===== src/sv/psfd_pkg.sv =====
// Shared types and constants of the per-source flood detector.
package psfd_pkg;

  localparam int ADDR_W   = 32;
  localparam int TIME_W   = 32;
  localparam int CNT_W    = 16;
  localparam int LIMIT_W  = 16;
  localparam int BUCKET_W = 10;
  localparam int PDATA_W  = 32;
  localparam int PADDR_W  = 3;

  localparam logic [31:0]      HASH_MULT       = 32'd65599;
  localparam logic [LIMIT_W-1:0] TIME_LIMIT_RST  = 16'd10;
  localparam logic [LIMIT_W-1:0] COUNT_LIMIT_RST = 16'd100;
  localparam logic [CNT_W-1:0]   CNT_MAX         = '1;

  typedef enum logic [1:0] {
    ST_ACCEPT = 2'd0,
    ST_FLOOD  = 2'd1,
    ST_FULL   = 2'd2
  } status_e;

  typedef enum logic {
    REG_TIME_LIMIT  = 1'b0,
    REG_COUNT_LIMIT = 1'b1
  } reg_e;

  typedef enum logic [1:0] {
    S_IDLE,
    S_HASH,
    S_READ
  } state_e;

  typedef struct packed {
    logic [LIMIT_W-1:0] time_limit;
    logic [LIMIT_W-1:0] count_limit;
  } cfg_t;

  typedef struct packed {
    logic               valid;
    logic [ADDR_W-1:0]  addr;
    logic [CNT_W-1:0]   count;
    logic [TIME_W-1:0]  tstamp;
  } entry_t;

endpackage


===== src/sv/psfd_update.sv =====
// Way match, free-way search and entry update for one bucket row.
module psfd_update #(
  parameter int WAYS = 4
) (
  input  psfd_pkg::entry_t [WAYS-1:0]     row_i,
  input  logic [psfd_pkg::ADDR_W-1:0]     addr_i,
  input  logic [psfd_pkg::TIME_W-1:0]     now_i,
  input  psfd_pkg::cfg_t                  cfg_i,
  output psfd_pkg::entry_t [WAYS-1:0]     row_o,
  output psfd_pkg::status_e               status_o
);
  import psfd_pkg::*;

  localparam int WayW = (WAYS > 1) ? $clog2(WAYS) : 1;

  logic            hit, free;
  logic [WayW-1:0] hit_idx, free_idx;
  entry_t          hit_e;
  logic [TIME_W-1:0] age;
  logic            expired;
  logic [CNT_W-1:0]  cnt_inc;
  logic            flood;

  always_comb begin
    hit      = 1'b0;
    free     = 1'b0;
    hit_idx  = '0;
    free_idx = '0;
    for (int w = 0; w < WAYS; w++) begin
      if (row_i[w].valid) begin
        if (!hit && row_i[w].addr == addr_i) begin
          hit     = 1'b1;
          hit_idx = WayW'(w);
        end
      end else if (!free) begin
        free     = 1'b1;
        free_idx = WayW'(w);
      end
    end
  end

  assign hit_e   = row_i[hit_idx];
  assign age     = now_i - hit_e.tstamp;
  assign expired = age > TIME_W'(cfg_i.time_limit);
  assign cnt_inc = (hit_e.count == CNT_MAX) ? CNT_MAX : hit_e.count + CNT_W'(1);
  assign flood   = cnt_inc >= cfg_i.count_limit;

  always_comb begin
    row_o    = row_i;
    status_o = ST_ACCEPT;
    if (hit) begin
      if (expired) begin
        row_o[hit_idx].count  = '0;
        row_o[hit_idx].tstamp = now_i;
      end else begin
        row_o[hit_idx].count = cnt_inc;
        if (flood) begin
          row_o[hit_idx].valid = 1'b0;
          status_o             = ST_FLOOD;
        end
      end
    end else if (free) begin
      row_o[free_idx].valid  = 1'b1;
      row_o[free_idx].addr   = addr_i;
      row_o[free_idx].count  = CNT_W'(1);
      row_o[free_idx].tstamp = now_i;
    end else begin
      status_o = ST_FULL;
    end
  end

endmodule


===== config.mk =====
export PLATFORM = sky130hd
export DESIGN_NAME = psfd_update
export DESIGN_NICKNAME = d
export VERILOG_FILES = /design/src/sv/psfd_pkg.sv /design/src/sv/psfd_update.sv
export SDC_FILE = /design/constraint.sdc
export NUM_CORES = 1
export LEC_CHECK = 0
export BUFFER_PORTS_ARGS = -buffer_cell sky130_fd_sc_hd__buf_2
export CORE_AREA = 2 2 286 288
export DETAILED_ROUTE_END_ITERATION = 8
export DIE_AREA = 0 0 288 290
export GPL_ROUTABILITY_DRIVEN = 1
export SLEW_MARGIN = 0
export SYNTH_ARGS = -nofsm -noshare
export SYNTH_HDL_FRONTEND = slang
export SYNTH_SLANG_ARGS = --single-unit

===== constraint.sdc =====
create_clock -name vclk -period 29.9
set_input_delay 4.485 -clock vclk [all_inputs]
set_output_delay 4.485 -clock vclk [all_outputs]
set_load 0.005 [all_outputs]

After elaboration in Yosys (flattened, before gate mapping):

Index checks and enable logic that the tools add are counted.

* register bits after elaboration: 0
* output and inout port bits: 326
* logic and storage cells: 78

* add/sub/neg operators: 2
* magnitude comparators: 6
* equal/unequal tests: 5
* multiplexer cells: 57
* reduce and logical (&&, ||, !) cells: 8

Operators with widths (number)
* $bwmux 324: 8
* $mux 324: 4
* $demux 81 s2: 7
* $bmux 81 s2: 1
* $mux 81: 2
* $mux 48: 3
* $eq 32x32->1: 4
* $mux 80: 1
* $mux 32: 2
* $gt 32x16->1: 1
* $sub 32x32->32: 1
* $mux 2: 10
* $mux 1: 18
* $add 16x1->16 const B: 1
* $eq 16x16->1 const B: 1
* $ge 16x16->1: 1
* $mux 16: 1
* $lt 2x3->1 const B: 2
* $logic_and 1x1->1: 5
* $ge 2x1->1 const B: 2
* $logic_not 1->1: 3

Logic depth before layout (Yosys ltp):

Gate-level depths: netlist of the first run.

* word-level depth: 24
* mapped depth: 37

Worst setup path after synthesis of the first run:

OpenSTA, ideal clock, no wires.

* kind: in2out
* start point: input port addr_i[5] in the netlist's numbering
* end point: output port row_o[246] in the netlist's numbering
* data arrival time: 11.430 ns
* data required time: 25.415 ns
* path slack: 13.985 ns
* stages on the path: 35
* path buffers: 7
* path through: buf_6 > xor2_1 > or4_1 > nor4_2 > nand3_2 > buf_6 > a31oi_4 > buf_6 > clkbuf_1 > clkbuf_1 > o21ai_0 > ha_1 > a211oi_1 > nor2_1 > nor3_1 > o21ai_0 > a21o_1 > a21o_1 > a21o_1 > a21oi_1 > xnor2_1 > ha_1 > a21o_1 > a21oi_1 > nor2b_1 > a2111oi_0 > a22oi_1 > a2111oi_0 > nand4_1 > nor4_1 > and4b_1 > buf_4 > o22ai_4 > buf_6 > mux2_1

RTL lines
* start, declared: line psfd_update.sv:6 `input logic [psfd_pkg::ADDR_W-1:0] addr_i,`
* end, declared: line psfd_update.sv:9 `output psfd_pkg::entry_t [WAYS-1:0] row_o,`

==> flow_summary_export.csv, run 1 <==
group,metric,value,unit
place,hpwl,85300,um
hold_path,holdPathStages,3,
pwr,netSwitchingPower,151,uW
floorplanning,rows,104,
drt,via_per_inst,4.71,
floorplanning,fp.coreArea,0.0802,mm^2
global_routing,grt_pass1_vias,14500,
final_layout,nClkBuffers,0,
worst_setup_path,start_kind,"input pin",
sta,layout_min_cycle_time,18.21,ns
drt,drt-wirelength-per-cell,30.7,um
global_routing,grt-ovfl-total,0,
floorplanning,die-area,0.0835,mm^2
sta,worstMarginPinSlew,1.10,ns
sta,grt_setup_unrepaired,"no",
final_layout,layout-drive-gt1-share,50.6,%
final_layout,seqCellArea,0,um^2
drt,drc,0,
drt,ant_nets,0,
drt,firstDrtPassIters,5,
sta,setup_tns,0,ns
global_routing,grt_antenna_before_repair,59,
pwr,p_comb_share,100.0,%
floorplanning,initial_core_util,13.0,%
pwr,vdd_drop_max,0.00000573,V
pwr,p_per_area,16.8,mW/mm^2
pwr,intPower,105,uW
sta,final_max_slew_viol_count,0,
final_layout,finish.net_count,2566,
pwr,p_leak,0.00696,uW
final_layout,synthToLayoutAreaGrowth,46.3,%
final_layout,seq_cells,0,
worst_setup_path,cp-end-kind,"output port",
final_layout,fin_area,0.0152,mm^2
worst_setup_path,cpMostUsedCell,"a21o_1",
drt,finalWirelength,96900,um
synth,yosysSeqAreaShare,0,%
status,status,"completed",
hold_path,hp-start,"row_i[11]",
sta,setup_viol,0,
sta,slew-limit-headroom,26.5,%
floorplanning,ios,746,
synth,synthTopCellsByArea,"mux2_2 25%, ha_1 7.7%, xor2_1 7.2%",
worst_setup_path,critPathKind,"input pin to output port",
synth,synth.distinct_cells,87,
drt,drt_first_iter_violations,1030,
place,globalplace.congestion,0.971,
worst_setup_path,worstPathMaxFanout,37,
synth,syn_inst,1406,
pwr,p_seq_share,0,%
synth,netlist.area_leader.share,24.8,%
clock_tree,cts_setup_buffers,0,
synth,syn_area,0.0104,mm^2
clock_tree,cts_resized,0,
job,drv_cap,0,
global_routing,track_usage,21.8,%
synth,synth_fp_nets,1891,
worst_setup_path,crit_required,25.42,ns
synth,avgSynthCellArea,7.40,um^2
synth,yosysMostFrequentCell,"mux2_2",
synth,synth_area_leader_cell,"mux2_2",
worst_setup_path,slowest_delay,0.69,ns
worst_setup_path,cp_slowest_cell,"or4_4",
pwr,pwr-share-clk,0,%
sta,max_freq,54.9,MHz
sta,hold_viol,0,
hold_path,holdPathEnd,"row_o[11]",
floorplanning,die_w,288,um
global_routing,grt_max_degree,38,
synth,ys_top_cells_by_count,"229 x mux2_2, 121 x nor2_1, 108 x nand2_1",
floorplanning,die_y,290,um
place,portBuffers,746,
clock_tree,cts_hold_buf,0,
sta,period_share,60.9,%
synth,ys_warn_count,0,
drt,vias,14900,
worst_setup_path,cp.arrival,13.72,ns
place,placed_cell_area,0.0152,mm^2
hold_path,hold_class,"input pin to output port",
pwr,p_sw_share,59.0,%
global_routing,grt_pass1_wl,126000,um
==> power by group through the flow <==
stage	sequential (uW)	combinational [uW]	clock, uW
after floorplan	0	121	0
after global placement	0	256	0
after detailed placement	0	255	0
after CTS	0	257	0
after global routing	0	273	0.0000630
final	0	255	0.0000918
==> cells by family (layout without fill, tap and decap cells) <==
| kind of cell | Yosys count | count (layout) | share of synthesized area (%) |
|---|---|---|---|
| and+or+nand+nor | 447 | 447 | 23.1 |
| buffers and inverters | 160 | 833 | 7.43 |
| AOI/OAI and AO/OA | 314 | 314 | 20.0 |
| other | 0 | 22 | 0 |
| muxes | 263 | 263 | 28.4 |
| xor gates and xnor gates | 157 | 157 | 13.2 |
| adders and majority gates | 65 | 65 | 7.89 |
==> cell usage in the layout (no fill, tap or decap), drive strengths merged, types with 9 or more instances in the layout <==
cell type and n:
a21oi 46, diode 22, nand2 108, and3 9, nor2 123, inv 62, o22ai 39, nand3 24
nand4 38, nand2b 13, ha 64, mux2 257, nor4 44, o31ai 12, a21o 26, buf 771
xor2 85, a211oi 11, nor3 33, xnor2 72, or4 9, o21ai 111, o21a 15
==> per-stage QoR <==
stage / std cells / utilization, % / power (uW) / hold slack, ns / setup slack, ns
after detailed placement: 3139 / 18.9 / 255 / 9.27 / 11.44
after global placement: 3139 / 18.9 / 256 / 9.27 / 11.35
after floorplan: 1406 / - / 121 / 9.06 / 13.98
after CTS: 3139 / 18.9 / 257 / 9.27 / 11.38
after global routing: 3153 / 19.0 / 273 / 9.29 / 10.98
final: 3161 / 19.0 / 255 / 9.27 / 11.69
==> worst max-delay path by stage <==
stage,depth (start not counted),slack (ns),endpoint,start
finish,34,11.69,row_o[97],addr_i[28]
global placement,33,11.35,row_o[97],addr_i[19]
global route,32,10.98,row_o[198],addr_i[19]
floorplan,35,13.98,row_o[246],addr_i[5]
CTS,33,11.38,row_o[97],addr_i[19]
detailed placement,33,11.44,row_o[97],addr_i[19]
==> critical path, delay by kind of cell <==
family	cells	cell delay [ns]
mux	1	0.46
simple gates	12	3.68
compound gates	13	2.79
fa+ha+maj	2	0.57
buf+inv	4	1.21
xor+xnor	2	0.37
==> final cells by class <==
type	count	area, um^2
diodes	22	55.1
repair buffers	771	3920
inverters	62	233
well taps	1060	1330
fillers	9276	64900
multi-input cells	1246	9680
==> per-layer routing <==
layer | track usage, % | up-vias | routed length (um)
li1 | - | 6582 | -
met1 | 25.5 | 7192 | 37600
met2 | 39.5 | 915 | 48000
met3 | 4.62 | 169 | 7720
met4 | 6.47 | 44 | 3370
met5 | 0 | - | 268
(Power assumes the default switching activity.)
==> run 2, diff against run 1 <==
--- a/config.mk
+++ b/config.mk
@@ -6,9 +6,9 @@
 export NUM_CORES = 1
 export LEC_CHECK = 0
 export BUFFER_PORTS_ARGS = -buffer_cell sky130_fd_sc_hd__buf_2
-export CORE_AREA = 2 2 286 288
+export CORE_AREA = 2 2 290 292
 export DETAILED_ROUTE_END_ITERATION = 8
-export DIE_AREA = 0 0 288 290
+export DIE_AREA = 0 0 292 294
 export GPL_ROUTABILITY_DRIVEN = 1
 export SLEW_MARGIN = 0
 export SYNTH_ARGS = -nofsm -noshare
==> constraint.sdc (replaced) <==
create_clock -name vclk -period 15.5
set_input_delay 2.325 -clock vclk [all_inputs]
set_output_delay 2.325 -clock vclk [all_outputs]
set_load 0.005 [all_outputs]
==> run 2 against run 1 <==
Core utilization shrank 0.57 points. Combinational power grew 98%. Die area grew 2.8%. Setup slack lost 10 ns. Count of clock-buffer cells in the layout is the same. Sequential share of layout area is the same. Flip-flop and latch count is the same. Critical path type unchanged.
==> flow_summary_export.csv, run 2 (synthesis gave the netlist of run 1 again) <==
group,metric,value,unit
clock_tree,cts_hold_buf,0,
drt,firstDrtPassIters,4,
global_routing,grt_pass1_wl,131000,um
final_layout,seqCellArea,0,um^2
sta,hold_viol,0,
final_layout,synthToLayoutAreaGrowth,46.7,%
sta,setup_viol,0,
final_layout,nClkBuffers,0,
floorplanning,die_y,294,um
job,drv_cap,0,
drt,via_per_inst,4.69,
place,portBuffers,746,
global_routing,grt-ovfl-total,0,
worst_setup_path,start_kind,"input pin",
final_layout,seq_cells,0,
pwr,vdd_drop_max,0.0000130,V
place,hpwl,89800,um
status,status,"completed",
floorplanning,rows,106,
sta,worstMarginPinSlew,1.43,ns
place,post-place-ws,1.57,ns
global_routing,track_usage,22.2,%
sta,max_freq,72.2,MHz
final_layout,mostFrequentLayoutCells,"746 x buf_2, 229 x mux2_2, 120 x nor2_1, 107 x nand2_1, 103 x o21ai_0",
sta,slew-limit-headroom,4.11,%
worst_setup_path,critPathKind,"input pin to output port",
drt,drc,0,
pwr,p_leak,0.00698,uW
worst_setup_path,worstPathMaxFanout,25,
floorplanning,initial_core_util,12.5,%
sta,final_max_slew_viol_count,0,
drt,vias,14900,
drt,ant_nets,0,
drt,drt_first_iter_violations,883,
worst_setup_path,crit_required,13.18,ns
hold_path,hold_class,"input pin to output port",
drt,finalWirelength,101000,um
place,globalplace.congestion,0.977,
floorplanning,die_w,292,um
global_routing,grt_antenna_before_repair,56,
clock_tree,cts_resized,0,
worst_setup_path,slowest_delay,0.74,ns
worst_setup_path,cp-end-kind,"output port",
worst_setup_path,cp_slowest_cell,"and4b_1",
global_routing,grt_max_degree,36,
final_layout,layout-drive-gt1-share,50.7,%
floorplanning,die-area,0.0858,mm^2
sta,setup_slack,1.64,ns
pwr,p_per_area,33.1,mW/mm^2
global_routing,grt_pass1_vias,14500,
final_layout,mostFrequentLayoutCell,"buf_2",
sta,layout_min_cycle_time,13.86,ns
drt,drt-wirelength-per-cell,31.8,um
clock_tree,cts_setup_buffers,0,
sta,period_share,89.4,%
sta,grt_setup_unrepaired,"no",
floorplanning,ios,746,
sta,setup_tns,0,ns
floorplanning,fp.coreArea,0.0829,mm^2
worst_setup_path,cpMostUsedCell,"a21o_1",
final_layout,finish.net_count,2571,
worst_setup_path,cp.arrival,11.53,ns
-- run 2: changes by cell type in the layout (fill, tap and decap cells not counted) --
cell / previous run / this run
buf_4: 25 / 30
diode_2: 22 / 17
nor2_1: 118 / 120
nor2_2: 4 / 2
-- run 2: where the power goes --
group	internal, uW	switching (uW)	total (uW)
Clock	0.0000801	0	0.0000802
Combinational	202	303	505
Sequential	0	0	0
Total	202	303	505
-- run 2: path summary, 6_finish.rpt --
check             startpoint         to  slack [ns]  cells after the start
setup / recovery   addr_i[9]  row_o[85]        1.64                     34
hold / removal     row_i[11]  row_o[11]        4.96                      3
-- run 2: cell type report --
cell class | count | area [um^2]
fill | 9587 | 67600
timing repair buffer | 776 | 3960
inverter | 62 | 233
antenna | 17 | 42.5
tap | 1080 | 1350
multi-input combinational | 1246 | 9670
-- run 2: critical path: cells and delay by family --
family	cells	cell delay (ns)
AOI/OAI and AO/OA	14	3.08
xor gates and xnor gates	2	0.32
adders and majority gates	2	0.51
and+or+nand+nor	11	3.73
buffers and inverters	4	1.16
muxes	1	0.33
-- run 2: routing by layer --
layer	global-route usage, %	vias up	share of wire, %	wire length, um
met5	0	-	0.37	373
met4	5.36	56	3.3	3300
met3	4.93	188	7.2	7320
met2	41.0	846	50	50200
met1	25.7	7257	39	39800
li1	-	6564	-	-
-- run 2: per-stage QoR --
| stage | total power, uW | hold WS, ns | cell area [um^2] | utilization (%) | std cells |
|---|---|---|---|---|---|
| after detailed placement | 504 | 4.94 | 15200 | 18.4 | 3164 |
| after floorplan | 233 | 4.74 | 10400 | - | 1406 |
| after global routing | 537 | 4.97 | 15200 | 18.4 | 3170 |
| final | 505 | 4.96 | 15300 | 18.4 | 3181 |
| after global placement | 506 | 4.95 | 15200 | 18.4 | 3164 |
| after CTS | 507 | 4.95 | 15200 | 18.4 | 3164 |
