<file path="src/sv/psfd_pkg.sv">
// Shared types and constants of the per-source flood detector.
package psfd_pkg;

  localparam int ADDR_W   = 32;
  localparam int TIME_W   = 32;
  localparam int CNT_W    = 16;
  localparam int LIMIT_W  = 16;
  localparam int BUCKET_W = 10;
  localparam int PDATA_W  = 32;
  localparam int PADDR_W  = 3;

  localparam logic [31:0]      HASH_MULT       = 32'd65599;
  localparam logic [LIMIT_W-1:0] TIME_LIMIT_RST  = 16'd10;
  localparam logic [LIMIT_W-1:0] COUNT_LIMIT_RST = 16'd100;
  localparam logic [CNT_W-1:0]   CNT_MAX         = '1;

  typedef enum logic [1:0] {
    ST_ACCEPT = 2'd0,
    ST_FLOOD  = 2'd1,
    ST_FULL   = 2'd2
  } status_e;

  typedef enum logic {
    REG_TIME_LIMIT  = 1'b0,
    REG_COUNT_LIMIT = 1'b1
  } reg_e;

  typedef enum logic [1:0] {
    S_IDLE,
    S_HASH,
    S_READ
  } state_e;

  typedef struct packed {
    logic [LIMIT_W-1:0] time_limit;
    logic [LIMIT_W-1:0] count_limit;
  } cfg_t;

  typedef struct packed {
    logic               valid;
    logic [ADDR_W-1:0]  addr;
    logic [CNT_W-1:0]   count;
    logic [TIME_W-1:0]  tstamp;
  } entry_t;

endpackage

</file>
<file path="src/sv/psfd_hash.sv">
// Iterative sdbm hash over the address bytes followed by a remainder by the bucket count.
module psfd_hash #(
  parameter int BUCKETS = 1024,
  localparam int BktW = (BUCKETS > 1) ? $clog2(BUCKETS) : 1
) (
  input  logic                          clk_i,
  input  logic                          rst_ni,
  input  logic                          start_i,
  input  logic [psfd_pkg::ADDR_W-1:0]   addr_i,
  output logic                          done_o,
  output logic [BktW-1:0]               bucket_o
);
  import psfd_pkg::*;

  localparam logic [2:0]  MulStep  = 3'd4;
  localparam logic [2:0]  SubStep  = 3'd5;
  localparam logic [2:0]  LastStep = 3'd6;
  localparam logic [32:0] Recip    = 33'((64'd1 << 32) / 64'(BUCKETS));
  localparam logic [31:0] BktDiv   = 32'(BUCKETS);

  logic              busy_q, busy_d;
  logic              done_q, done_d;
  logic [2:0]        step_q, step_d;
  logic [31:0]       n_q, n_d;
  logic [ADDR_W-1:0] addr_q, addr_d;
  logic [31:0]       quot_q, quot_d;
  logic [31:0]       diff_q, diff_d;
  logic [BktW-1:0]   rem_q, rem_d;
  logic [31:0]       hash_next;
  logic [63:0]       prod;
  logic [31:0]       quot_next;
  logic [31:0]       diff_next;
  logic [BktW-1:0]   rem_next;

  always_comb begin
    logic [31:0] sext;
    sext      = {{24{addr_q[7]}}, addr_q[7:0]};
    hash_next = sext + (n_q << 16) + (n_q << 6) - n_q;
  end

  // The reciprocal estimate is at most one below the true quotient, so a single
  // compare and subtract completes the remainder.
  assign prod      = 64'(n_q) * 64'(Recip);
  assign quot_next = prod[63:32];
  assign diff_next = n_q - quot_q * BktDiv;

  always_comb begin
    logic [31:0] red;
    red      = (diff_q >= BktDiv) ? diff_q - BktDiv : diff_q;
    rem_next = red[BktW-1:0];
  end

  always_comb begin
    busy_d = busy_q;
    done_d = 1'b0;
    step_d = step_q;
    n_d    = n_q;
    addr_d = addr_q;
    quot_d = quot_q;
    diff_d = diff_q;
    rem_d  = rem_q;
    if (start_i) begin
      busy_d = 1'b1;
      step_d = '0;
      n_d    = '0;
      addr_d = addr_i;
      rem_d  = '0;
    end else if (busy_q) begin
      step_d = step_q + 3'd1;
      if (!step_q[2]) begin
        n_d    = hash_next;
        addr_d = addr_q >> 8;
      end else if (step_q == MulStep) begin
        quot_d = quot_next;
      end else if (step_q == SubStep) begin
        diff_d = diff_next;
      end else begin
        rem_d = rem_next;
      end
      if (step_q == LastStep) begin
        busy_d = 1'b0;
        done_d = 1'b1;
      end
    end
  end

  always_ff @(posedge clk_i or negedge rst_ni) begin
    if (!rst_ni) begin
      busy_q <= 1'b0;
      done_q <= 1'b0;
      step_q <= '0;
    end else begin
      busy_q <= busy_d;
      done_q <= done_d;
      step_q <= step_d;
    end
  end

  always_ff @(posedge clk_i) begin
    n_q    <= n_d;
    addr_q <= addr_d;
    quot_q <= quot_d;
    diff_q <= diff_d;
    rem_q  <= rem_d;
  end

  assign done_o   = done_q;
  assign bucket_o = rem_q;

`ifndef SYNTHESIS
  a_start_idle: assert property (@(posedge clk_i) disable iff (!rst_ni)
    start_i |-> !busy_q)
    else $error("hash started while busy");
`endif

endmodule

</file>
<file path="config.mk">
export PLATFORM = sky130hd
export DESIGN_NAME = psfd_hash
export DESIGN_NICKNAME = d
export VERILOG_FILES = /design/src/sv/psfd_pkg.sv /design/src/sv/psfd_hash.sv
export SDC_FILE = /design/constraint.sdc
export NUM_CORES = 1
export LEC_CHECK = 0
export BUFFER_PORTS_ARGS = -buffer_cell sky130_fd_sc_hd__buf_2
export CAP_MARGIN = 20
export CORE_ASPECT_RATIO = 0.6
export CORE_MARGIN = 2
export CORE_UTILIZATION = 59
export CTS_BUF_LIST = sky130_fd_sc_hd__clkbuf_4
export DETAILED_ROUTE_END_ITERATION = 7
export GPL_ROUTABILITY_DRIVEN = 0
export PLACE_DENSITY = 0.88
export REMOVE_ABC_BUFFERS = 1
export SLEW_MARGIN = 0
export SYNTH_ARGS = -nofsm -noshare
export SYNTH_HDL_FRONTEND = slang
export SYNTH_SLANG_ARGS = --single-unit
</file>
<file path="constraint.sdc">
create_clock -name clk_i -period 2.9 [get_ports clk_i]
set_input_delay 0.29 -clock clk_i [delete_from_list [all_inputs] [get_ports clk_i]]
set_output_delay 0.29 -clock clk_i [all_outputs]
set_load 0.01 [all_outputs]
</file>
======== Yosys cells after proc, flatten, opt, wreduce, memory -nomap -nowiden ========
Cells that the tools add are included.
word-level totals
  output and inout port bits .............. 11
  logic and storage cells ................. 41
  register bits ........................... 133
  bits of input ports ..................... 35
cells by class
  reductions and logical operators ........ 6
  mux-type cells .......................... 12
  add/sub/neg operators ................... 6
  bitwise logic cells ..................... 4
  magnitude comparators ................... 1
  equality and inequality tests ........... 4
operators with widths
  operator                                                number
  two-way mux 32 bit                                      3
  adder 32 bit                                            2
  subtractor 32 bit                                       2
  >= comparator 32 x 11 -> 1 bit (second input constant)  1
  two-way mux 10 bit                                      1
  subtractor 10 x 1 -> 10 bit (second input constant)     1
  equality test 3 bit (second input constant)             3
  AND reduction 4 bit                                     2
  two-way mux 1 bit                                       6
  two-way mux 3 bit                                       2
  AND reduction 5 bit                                     1
  inverter 1 bit                                          4
  AND reduction 2 bit                                     2
  adder 3 x 1 -> 3 bit (second input constant)            1
  != test 2 bit (second input constant)                   1
  nonzero test 2 bit                                      1

======== Longest topological paths before layout ========
Gate-level depths: netlist (run 1).
  depth after elaboration ................. 4
  depth in mapped cells ................... 12
  depth with buffers taken out ............ 12

======== Worst setup path before layout (run 1) ========
OpenSTA, ideal clock, no wires.
  path type ............................... reg-to-reg
  start point ............................. register n_q[2]
  end point ............................... register n_q[8]
  buffers on the path ..................... 0
  library setup time ...................... 131 ps
  data arrival time ....................... 2,149 ps
  required time ........................... 2,769 ps
  stages on the path, launching flop included .. 12
  slack ................................... 619 ps
  clock period less this slack ............ 2,281 ps
  path through ............................ dfxtp_1 inv_1 ha_1 ha_1 ha_1 inv_1 fa_1 nor2b_1 o21ai_1 a21boi_1 o21a_1 o311ai_1
between the ends
  word-level cells in the longest chain between the ends .. 2
RTL lines
  element                 line              text
  from (decl)             psfd_hash.sv:24   logic [31:0] n_q, n_d;
  from (signal assigned)  psfd_hash.sv:100  n_q <= n_d;
  adder 32 bit            psfd_hash.sv:38   hash_next = sext + (n_q << 16) + (n_q << 6) - n_q;
  subtractor 32 bit (*)   psfd_hash.sv:38
Every way passes the cells marked *; elsewhere a longest branch is shown, timed or not.
A chain may end at the register's enable or synchronous reset.

======== Worst setup path after layout (run 1) ========
Ends and elaborated chain as after synthesis.

==> key figures, run 1 <==
Floorplanning
  – Die Area: 5960 um^2
  – Die X: 98.4 um
  – Die span in y: 60.6 um
  – Io pins: 46
  – Row cnt: 20
  – Floorplan Core Area: 5100 um^2
  – Initial Utilization: 0.618

Synthesis
  – EDFF count, synth: 42
  – Synth cell types: 34
  – Ys async rst share: 0.0746
  – Ys flop type: edfxtp_1
  – Post-synthesis cell area: 3150 um^2
  – Cells after synthesis: 259
  – #FFs+latches synth: 67
  – Syn_area_per_cell: 12.2 um^2
  – Register area share after synthesis: 0.567
  – Syn. warnings: 0

Clock tree
  – Maximum clock path buffer count: 2
  – Resized Gates After CTS: 0
  – TritonCTS Sinks: 67
  – # hold bufs at CTS: 1
  – Post-CTS Setup Repair Bufs: 0
  – Reg clk slew, reported paths: 110 ps
  – CTS Buf Count: 9
  – CTS root buffer: clkbuf_4
  – CTS H-tree lvls: 3
  – Clk_lat worst skew: 410 ps
  – CTS tree: yes

STA
  – Final Skew: 15.2 ps
  – Fin. max-slew vios: 0
  – Period minus WS final: 2530 ps
  – Final hold violations: 0
  – Unrepaired setup endpoints after global routing: false
  – Final setup fails: 0
  – Slew @ Worst Pin: 770 ps
  – Final hold slack: 157 ps
  – Slew Limit Headroom: 0.486
  – Max Fclk: 395 MHz
  – Fin Setup TNS: 0 ps
  – Final worst path period share: 0.874

Pwr
  – Net Sw Frac: 0.339
  – Seq pwr share: 0.420
  – Clk network pwr share: 0.200
  – Pint: 1950 uW
  – Leak: 0.00155 uW
  – Comb pwr share: 0.380
  – NetSw: 1000 uW
  – Peak supply drop: 0.000422 V
  – PwrDens: 820 nW/um^2

Global routing
  – Grt ovf: 0
  – Largest net degree at the start of global routing: 58
  – Vias in the first global route: 1919
  – Global Route Usage Sum: 0.197
  – First-pass GRT wire length: 8790 um
  – Initial antenna violation count: 0

Drt
  – Vias per cell: 5.24
  – Routed WL per cell: 13.8 um
  – Routed via count: 1998
  – Total wire length: 5250 um
  – DR pass1 iterations: 4
  – Final ANT Viol Nets: 0
  – Detailed Route Iter0 Violations: 73
  – DRC Markers: 0

Setup path
  – Worst reg-to-reg path cell count: 11
  – Register-to-Register Setup Slack: 370 ps
  – CP Data Required Time: 3180 ps
  – RR Endpoint: n_q[8]$_SDFFE_PP0P_
  – CP Max Fanout: 4
  – Crit. End Element: register
  – Worst setup SP type: register
  – Arrival time at the worst endpoint: 2810 ps
  – R2r startpoint: n_q[2]$_SDFFE_PP0P_
  – Crit path kind: reg -> reg

Finish
  – Area delta synth->final: 14.2%
  – Fin util: 0.706
  – Layout Nets: 374
  – Fraction of final layout cells sized beyond drive strength 1: 0.283
  – Ant. Diodes: 0
  – Filler cells: 377
  – Commonest cells after routing, fill and taps aside: buf_2, edfxtp_1, nand2_1
  – Most common cell after layout, fill and taps aside: buf_2

Worst hold path
  – Hold path depth: 2
  – Hold path startpoint: addr_i[31]
  – Hold Path End: addr_q[31]$_SDFFCE_PN0P_
  – Tightest Hold Check Type: in -> reg

Placed design
  – PortBufs: 45
  – Detailed placement HPWL: 3730 um

Flow run
  – Max-cap violations: 0

Outcome
  – Run status: finished, final reports clean
-- power by group through the flow --
stage / logic [uW] / clock network (uW) / registers, uW
floorplan: 869 / 0 / 1230
global placement: 1060 / 0 / 1250
detailed placement: 1110 / 0 / 1260
CTS: 1110 / 604 / 1240
global route: 1280 / 650 / 1250
finish: 1120 / 591 / 1240
-- per-layer routing --
metal / vias to the layer above / share of wire / global-route usage
li1: 1004 / - / -
met4: 0 / 0.0067 / 0.0431
met1: 923 / 0.48 / 0.261
met3: 6 / 0.074 / 0.0876
met2: 65 / 0.44 / 0.309
met5: - / 0 / 0
-- worst max path at each step --
stage,start,endpoint,cells past startpoint
after CTS,n_q[2]$_SDFFE_PP0P_,n_q[8]$_SDFFE_PP0P_,11
after floorplan,n_q[2]$_SDFFE_PP0P_,n_q[6]$_SDFFE_PP0P_,11
after global placement,addr_q[7]$_DFFE_PP_,n_q[9]$_SDFFE_PP0P_,10
final,n_q[2]$_SDFFE_PP0P_,n_q[8]$_SDFFE_PP0P_,11
after global routing,n_q[2]$_SDFFE_PP0P_,n_q[6]$_SDFFE_PP0P_,11
after detailed placement,n_q[2]$_SDFFE_PP0P_,n_q[8]$_SDFFE_PP0P_,11
-- cells in the mapped netlist, drive strengths merged (5+ instances only) --
library cell	n	area [um^2]
nand2	36	135
nor2	9	36.3
inv	21	78.8
and2	8	50.1
edfxtp	42	1260
mux2	24	270
buf	7	33.8
ha	25	313
xnor2	6	52.6
a21oi	19	95.1
dfxtp	20	400
dfrtp	5	125
-- kinds of logic (layout without fill, tap and decap cells) --
kind of cell | Yosys count | after routing | share of synthesized area
xor+xnor | 9 | 9 | 0.0250
flops | 67 | 67 | 0.567
buf+inv | 30 | 86 | 0.0381
mux | 25 | 25 | 0.0889
compound gates | 33 | 33 | 0.0599
fa+ha+maj | 29 | 29 | 0.125
simple gates | 66 | 66 | 0.0968
-- area by class of cell --
type	instances	area [um^2]	share of cell area
Clock inverter	6	56.3	0.0156
Clock buffer	10	75.1	0.0208
Multi-Input combinational cell	162	1250	0.348
Tap cell	66	82.6	0.0229
Timing Repair Buffer	49	270	0.0750
Sequential cell	67	1790	0.496
Inverter	21	78.8	0.0219
-- registers in the layout, indices dropped and copies added (netlist names) --
name	count
n_q	10
diff_q	10
busy_q	1
step_q	3
addr_q	32
done_o	1
bucket_o	10
-- stage by stage --
step                cells  area [um^2]  setup slack, ps  power (uW)
floorplan             250         3110              612        2100
global placement      364         3460              458        2310
detailed placement    364         3460              392        2370
CTS                   381         3600              378        2960
global route          381         3600              129        3180
finish                381         3600              366        2950
-- critical path: stages (launching register included) --
cell	delay, ps
dfxtp_1	420
inv_1	70
ha_1	280
ha_1	290
ha_1	160
inv_1	60
fa_1	390
nor2b_1	160
o21ai_1	90
a21boi_1	250
o21a_1	150
o311ai_1	90
No activity file was read; power rests on OpenSTA's default activity.
==> run 2, diff against run 1 <==
Settings changed: CTS_CLUSTER_DIAMETER from default to 40, RECOVER_POWER from default to 50, SKIP_CTS_REPAIR_TIMING from default to 1.
==> key figures, run 2 (synthesized netlist as in run 1, its figures left out) <==
Drt
  – Vias per cell: 5.27 (+0.40%)
  – DRC Markers: 0 (unchanged)
  – DR pass1 iterations: 4 (unchanged)
  – Final ANT Viol Nets: 0 (unchanged)
  – Routed via count: 2006 (+0.40%)
  – Routed WL per cell: 13.7 um (-0.63%)
  – Detailed Route Iter0 Violations: 63 (-14%)
  – Total wire length: 5220 um (-0.63%)

STA
  – Fin Setup TNS: 0 ps (unchanged)
  – Final hold violations: 0 (unchanged)
  – Unrepaired setup endpoints after global routing: false
  – Worst Slack Setup Final: 344 ps (-21.6 ps)
  – Final Skew: 14.7 ps (-0.551 ps)
  – Max Fclk: 391 MHz (-0.84%)
  – Period minus WS final: 2560 ps (+21.6 ps)
  – Final worst path period share: 0.881 (+0.00744)
  – Fin. max-slew vios: 0 (unchanged)
  – Final setup fails: 0 (unchanged)
  – Slew @ Worst Pin: 1170 ps (+402 ps)
  – Slew Limit Headroom: 0.219 (-0.267)

Finish
  – Layout Nets: 374 (unchanged)
  – Area delta synth->final: 13.7%
  – Number of flip-flops in the largest register: 32 (unchanged)
  – Most common cell after layout, fill and taps aside: edfxtp_1
  – Ant. Diodes: 0 (unchanged)
  – Commonest cells after routing, fill and taps aside: edfxtp_1, nand2_1, buf_2
  – Most flops, register: addr_q
  – Post-Layout Cell Count: 381 (unchanged)
  – Fraction of final layout cells sized beyond drive strength 1: 0.244 (-0.0381)

Global routing
  – Initial antenna violation count: 0 (unchanged)
  – Vias in the first global route: 1919 (unchanged)
  – Grt met2 use: 0.309 (unchanged)
  – GRT Max-Usage Layer: met2
  – Met3 usage: 0.0876 (unchanged)
  – First-pass GRT wire length: 8790 um (unchanged)
  – Global Route Usage Sum: 0.197 (unchanged)
  – Largest net degree at the start of global routing: 58 (unchanged)
  – Grt ovf: 0 (unchanged)
  – Met1 GRT Util: 0.261 (unchanged)

Outcome
  – Run status: finished, final reports clean

Floorplanning
  – Die span in y: 60.6 um (unchanged)
  – Row cnt: 20 (unchanged)
  – Die X: 98.4 um (unchanged)
  – Floorplan Core Area: 5100 um^2 (unchanged)
  – Io pins: 46 (unchanged)
  – Initial Utilization: 0.618 (unchanged)
  – Die Area: 5960 um^2 (unchanged)

Clock tree
  – Reg clk slew, reported paths: 110 ps (about the same)
  – CTS H-tree lvls: 3 (unchanged)
  – CTS tree: yes
  – Clk_lat worst skew: 410 ps (about the same)
  – TritonCTS Sinks: 67 (unchanged)
  – Maximum clock path buffer count: 2 (unchanged)
  – CTS root buffer: clkbuf_4
  – CTS Buf Count: 9 (unchanged)

Setup path
  – CP Data Required Time: 3160 ps (-20 ps)
  – CP Max Fanout: 4 (unchanged)
  – Arrival time at the worst endpoint: 2810 ps (about the same)
  – Crit path kind: reg -> reg
  – Worst setup SP type: register
  – Crit. End Element: register

Pwr
  – Net Sw Frac: 0.338 (-0.000585)
  – Comb pwr share: 0.379 (about the same)
  – PwrDens: 823 nW/um^2 (+0.33%)
  – Peak supply drop: 0.000420 V (-0.52%)
  – Seq pwr share: 0.421 (about the same)
  – Pint: 1950 uW (about the same)
  – NetSw: 997 uW (-0.33%)
  – Leak: 0.00149 uW (-3.4%)
  – Clk network pwr share: 0.200 (about the same)

Placed design
  – Detailed placement HPWL: 3730 um (unchanged)
  – PortBufs: 45 (unchanged)
  – Post-place setup slack: 392 ps (unchanged)
  – DP Cell Count: 364 (unchanged)

Flow run
  – Max-cap violations: 0 (unchanged)

Worst hold path
  – Tightest Hold Check Type: in -> reg
-- run 2: worst paths after layout --
check,from,end,slack (ps),cells past startpoint
max in group asynchronous,rst_ni,busy_q$_DFF_PN0_,2410,2
hold / removal,addr_i[24],addr_q[24]$_SDFFCE_PN0P_,160,2
hold reg to reg,bucket_o[5]$_SDFFE_PP0P_,bucket_o[5]$_SDFFE_PP0P_,460,2
min in group asynchronous,rst_ni,step_q[1]$_DFFE_PN0P_,270,2
setup / recovery,n_q[2]$_SDFFE_PP0P_,n_q[8]$_SDFFE_PP0P_,340,11
setup reg to reg,n_q[2]$_SDFFE_PP0P_,n_q[8]$_SDFFE_PP0P_,340,11
-- run 2: stage by stage --
| stage | power, uW | hold WS [ps] | instance area [um^2] | utilization |
|---|---|---|---|---|
| floorplan | 2100 | -5.59 | 3110 | - |
| global route | 3180 | 121 | 3580 | 0.702 |
| detailed placement | 2370 | 115 | 3460 | 0.678 |
| CTS | 2960 | -336 | 3590 | 0.704 |
| global placement | 2310 | 110 | 3460 | 0.678 |
| finish | 2950 | 158 | 3580 | 0.702 |
-- run 2: final cells by class --
| class | count | area [um^2] |
|---|---|---|
| inverters | 21 | 78.8 |
| well taps | 66 | 82.6 |
| fillers | 384 | 1520 |
| clock buffers | 10 | 75.1 |
| flip-flops and latches | 67 | 1790 |
| multi-input cells | 162 | 1250 |
| clock inverters | 6 | 56.3 |
| repair buffers | 49 | 253 |
-- run 2: metal layers --
| layer | up-vias | wire (um) | part of all wire |
|---|---|---|---|
| met5 | - | 0 | 0 |
| met4 | 0 | 40 | 0.0077 |
| met3 | 5 | 406 | 0.078 |
| met2 | 67 | 2320 | 0.44 |
| met1 | 927 | 2450 | 0.47 |
| li1 | 1007 | - | - |
-- run 2: power groups by stage --
stage / Combinational (uW) / Clock, uW / Sequential, uW
after floorplan: 869 / 0 / 1230
after global placement: 1060 / 0 / 1250
after detailed placement: 1110 / 0 / 1260
after CTS: 1110 / 604 / 1240
after global routing: 1280 / 650 / 1250
final: 1120 / 590 / 1240
-- run 2: worst max-delay path, cell delays in order (launching register included) --
cell and delay [ps]:
dfxtp_1 420, inv_1 70, ha_1 280, ha_1 290, ha_1 160, inv_1 60, fa_1 390, nor2b_1 160
o21ai_1 90, a21boi_1 250, o21a_1 150, o311ai_1 90
